$ cat src/hw/rtl/source_connection_rate_limiter_core_macros.svh
// Assertion macros shared by the rate limiter RTL.
`ifndef SOURCE_CONNECTION_RATE_LIMITER_CORE_MACROS_SVH
`define SOURCE_CONNECTION_RATE_LIMITER_CORE_MACROS_SVH
`ifndef SYNTH
`define SCRL_ASSERT(lbl, prop) \
	lbl: assert property (@(posedge clk) disable iff (!arst_n) prop) \
		else $error("scrl check failed");
`define SCRL_ASSERT_MSG(lbl, prop, msg) \
	lbl: assert property (@(posedge clk) disable iff (!arst_n) prop) else $error(msg);
`else
`define SCRL_ASSERT(lbl, prop)
`define SCRL_ASSERT_MSG(lbl, prop, msg)
`endif
`endif

$ cat src/hw/rtl/scrl_ram.sv
// Generic single-write, single-read RAM with a registered read.
`timescale 1ns / 1ps
module scrl_ram #(
	parameter int WIDTH = 8,
	parameter int DEPTH = 16
) (
	input  logic                     clk,
	input  logic                     we,
	input  logic [$clog2(DEPTH)-1:0] waddr,
	input  logic [WIDTH-1:0]         wdata,
	input  logic [$clog2(DEPTH)-1:0] raddr,
	output logic [WIDTH-1:0]         rdata
);
	logic [WIDTH-1:0] mem [DEPTH];

	always_ff @(posedge clk) begin
		if (we) begin
			mem[waddr] <= wdata;
		end
		rdata <= mem[raddr];
	end
endmodule

$ cat config.mk
export PLATFORM = sky130hd
export DESIGN_NAME = scrl_ram
export DESIGN_NICKNAME = d
export VERILOG_FILES = /design/src/hw/rtl/source_connection_rate_limiter_core_macros.svh /design/src/hw/rtl/scrl_ram.sv
export SDC_FILE = /design/constraint.sdc
export NUM_CORES = 1
export LEC_CHECK = 0
export CAP_MARGIN = 20
export CORE_AREA = 2 2 96 98
export DETAILED_ROUTE_END_ITERATION = 10
export DIE_AREA = 0 0 98 100
export DONT_BUFFER_PORTS = 1
export GPL_TIMING_DRIVEN = 0
export PLACE_DENSITY_LB_ADDON = 0.12
export SKIP_LAST_GASP = 1
export SYNTH_ARGS = -nofsm -noshare
export SYNTH_HDL_FRONTEND = slang
export SYNTH_SLANG_ARGS = --single-unit
$ cat constraint.sdc
create_clock -name clk -period 2.1 [get_ports clk]
set_input_delay 0.42 -clock clk [delete_from_list [all_inputs] [get_ports clk]]
set_output_delay 0.42 -clock clk [all_outputs]
set_load 0.01 [all_outputs]
; ---- Word-level counts from Yosys, hierarchy flattened
; Memories as Yosys holds them, arrays and structs flattened. A register that Yosys moved wholly into a read port is not among the register bits.
; Cells that the tools add are included.
[op_classes]
muxes = 2
[ops]
columns = op, count
row1 = $mux 1, 2
[totals]
mem_bits_rw = 128
output_inout_bits = 8
mem_count = 1
register_bits = 0
in_bits = 18
elab_cells = 3
[memory_table]
columns = memory, depth, width, rd, rd_ports_with_merged_regs, wr, line
row1 = mem, 16, 8, 1, 1, 1, scrl_ram.sv:14  ; logic [WIDTH-1:0] mem [DEPTH];

; ---- Depth between registers and ports, before layout
[depth]
ltp_word = 2
mapped_depth = 5
depth_no_buf = 3

; ---- Least setup slack after synthesis
; Ideal clock, no wire load.
[synth_timing]
path_kind = input to register
from = input waddr[2]
to = memory mem[0][0] (enable)
n_path_buf = 0
arrival_ns = 1.530
setup_ns = 0.383
cell_stages = 2
required_time_ns = 1.717
slack_ns = 0.187
cell_sequence = or3b_2 nor3_1
[synth_rtl]
columns = element, line
row1 = from (decl), scrl_ram.sv:9  ; input logic [$clog2(DEPTH)-1:0] waddr,
row2 = to (decl), scrl_ram.sv:14
; Straight into the memory's write port.

; ---- Final worst setup path
[layout_timing]
from = input waddr[2]
to = memory mem[3][5] (enable)
; Straight into the memory's write port.

==> key figures <==
Detailed routing
  • Number of DRC markers in iteration 0: between 150 and 200
  • Initial DRT Pass Iterations: 4
  • WL final: approximately 9.8 mm
  • Drt drc: 0
  • Vias/cell: approximately 6.2
  • WL/cell: ~26 microns
  • Antenna Nets Post-Route: 0
  • DR vias: between 2k and 2.5k

STA
  • Fmax: 0.691 GHz
  • Max-slew violations: 0
  • Final setup viols: 0
  • Final Cycle Share: around 69%
  • Post-layout minimum cycle time: about 1.4 ns
  • Setup TNS: 0 ns
  • Clock Skew: 0.00538 ns
  • Hold WS: 0.140 ns
  • Final Hold Fails: 0
  • Worst-margin pin slew: roughly 1.1 ns
  • RSZ-0062 raised after global routing: no
  • Slew HR: between 20% and 30%

Floorplanning
  • Site Rows: 35
  • Die height: approximately 100 microns
  • Initial Util: 57.9%
  • Top Ports: 26
  • Core Footprint: a little under 9000 sq um
  • Chip width: ~100 microns
  • Die area: 9800 sq um

Clock tree
  • Clock latency on the worst-skew pair: 0.52 ns
  • TritonCTS clock tree: built
  • Clk slew on worst S/H paths: about 0.06 ns
  • Post-CTS Hold Fix Bufs: 8
  • Post-CTS resize count: 0
  • Num CTS Buffers: 17
  • CTS Sinks: ~140
  • Post-CTS Setup Bufs: 0
  • CTS H-tree depth: 4
  • Worst-case clock buffer depth: 2
  • CTS Root Cell: clkbuf_8

GRT
  • GRT overflow: 0
  • Total track usage: between 20% and 30%
  • Vias in the first global route: ~2.4k
  • Initial antenna violation count: 0
  • Largest net degree at the start of global routing: 17
  • First-pass GRT wire length: between 10 and 15 mm

Yosys
  • Most used DFF post-synth: edfxtp_1
  • Post-Syn Instances: 229
  • Synthesized net count: 247
  • Area share of the leading cell type in the synthesized netlist: between 70% and 80%
  • Sequential fraction of the synthesis area: 77.8%
  • EDFF count, synth: around 130
  • Synth cell types: 19
  • Biggest area consumer among synthesized cells: edfxtp_1
  • Mapped Avg Cell Area: 22.5 sq um
  • Yosys warns: 0
  • Post-Syn Area: about 5000 sq um
  • Ys async rst share: 0%
  • Top post-synthesis cells by area: edfxtp_1 (75%), mux4_2 (7.9%), mux4_1 (7.1%)
  • Yosys reg bits: ~140

Layout
  • Fin area: between 5000 and 6000 sq um
  • Final Core Density: about 67%
  • Layout Nets: between 200 and 300
  • Layout area overhead: 16.2%
  • Ant. Diodes: 0
  • Share of post-route cells with drive strength above 1: a little under a quarter

Pwr
  • Power Total: about 0.0063 W
  • Pwr dens: roughly 1000 nW/um^2
  • VDD IR-drop max: ~0.00053 V
  • Pleak: roughly 2.0 nW

Setup path
  • Crit start category: input pin
  • WP data arrival: between 1.5 and 2 ns
  • Crit path largest cell delay: between 0.6 and 0.7 ns
  • Worst path slowest cell: nor2_1
  • Crit end category: flop
  • Crit path required time: between 2 and 2.5 ns
  • Critical-path maximum fanout: 8
  • Crit-path leading delay family: simple AND/OR/NAND/NOR gates
  • Critical Setup Path Class: input pin to flop
  • CP Buf/Inv Count: 0
  • Crit path cell chain: or3b_2, nor2_1

Place
  • Final GP Congestion: about 0.69
  • Placed Area: between 5000 and 6000 sq um
  • DPL Wire Length: between 6 and 7 mm
  • Port Buf Inserts: 0

Status
  • Outcome: completed

Job
  • Max-cap viol count: 0

Hold path
  • Hold Crit Class: input pin to flop
==> where the power goes <==
part,switching [W],total (W),internal [W]
logic,0.000147,0.000256,0.000109
clock network,0.00110,0.00295,0.00185
registers,0.0000255,0.00306,0.00304
total,0.00127,0.00626,0.00499
==> cells by family (layout without fill, tap and decap cells) <==
logic type | Yosys count | in the layout | share of synthesized area, %
compound gates | 16 | 16 | 2.33
buf+inv | 10 | 53 | 1.68
flops | 136 | 136 | 77.8
mux | 32 | 32 | 15.0
simple gates | 35 | 35 | 3.18
==> per-stage QoR <==
step / setup slack (ns) / instances
2_1_floorplan: 0.187 / 229
3_3_place_gp: -0.210 / 340
3_5_place_dp: 0.133 / 343
4_1_cts: 0.674 / 383
5_1_grt: 0.574 / 383
6_report: 0.652 / 383
==> cell usage after synthesis (3+ instances only) <==
cell,n
a22oi_1,16
buf_2,3
buf_6,3
clkdlybuf4s25_2,3
dfxtp_1,8
edfxtp_1,128
mux4_1,14
mux4_2,18
nand2_1,9
nor2_1,13
nor3_1,4
==> final timing paths <==
path | start | endpoint | slack (ns) | cells after the start
min | waddr[0] | mem[0][5]$_DFFE_PP_ | 0.14 | 1
max reg2reg | mem[15][7]$_DFFE_PP_ | rdata[7]$_DFF_P_ | 0.69 | 3
min reg2reg | mem[11][1]$_DFFE_PP_ | rdata[1]$_DFF_P_ | 0.69 | 3
max | waddr[2] | mem[3][5]$_DFFE_PP_ | 0.65 | 2
==> routing by layer <==
| metal | share of wire (%) | vias to the layer above | global-route usage, % |
|---|---|---|---|
| li1 | - | 1039 | - |
| met1 | 42 | 1217 | 30.3 |
| met2 | 49 | 89 | 32.9 |
| met3 | 6.8 | 19 | 5.57 |
| met4 | 2.1 | 0 | 9.72 |
| met5 | 0 | - | 0 |
==> final cells by class <==
class / count / area (sq um)
clock inverters: 14 / 171
multi-input cells: 83 / 1060
flip-flops and latches: 136 / 4000
well taps: 111 / 139
clock buffers: 18 / 428
repair buffers: 11 / 97.6
fillers: 563 / 2910
plain buffers: 10 / 86.3
==> cells in the final DEF (no fill, tap or decap), types with 3 or more instances in the layout <==
master and instances:
buf_6 3, bufinv_16 3, a22oi_1 16, dfxtp_1 8, mux4_2 18, nand2_1 9
clkinv_2 3, nor2_1 13, inv_6 3, buf_2 5, nor3_1 4, clkinvlp_4 3
mux4_1 14, dlygate4sd3_1 8, clkbuf_16 16, edfxtp_1 128, clkdlybuf4s25_2 3
==> flip-flops by register name, summed over array words and instances (netlist names) <==
| signal | count |
|---|---|
| mem | 128 |
| rdata | 8 |
(Power assumes the default switching activity.)
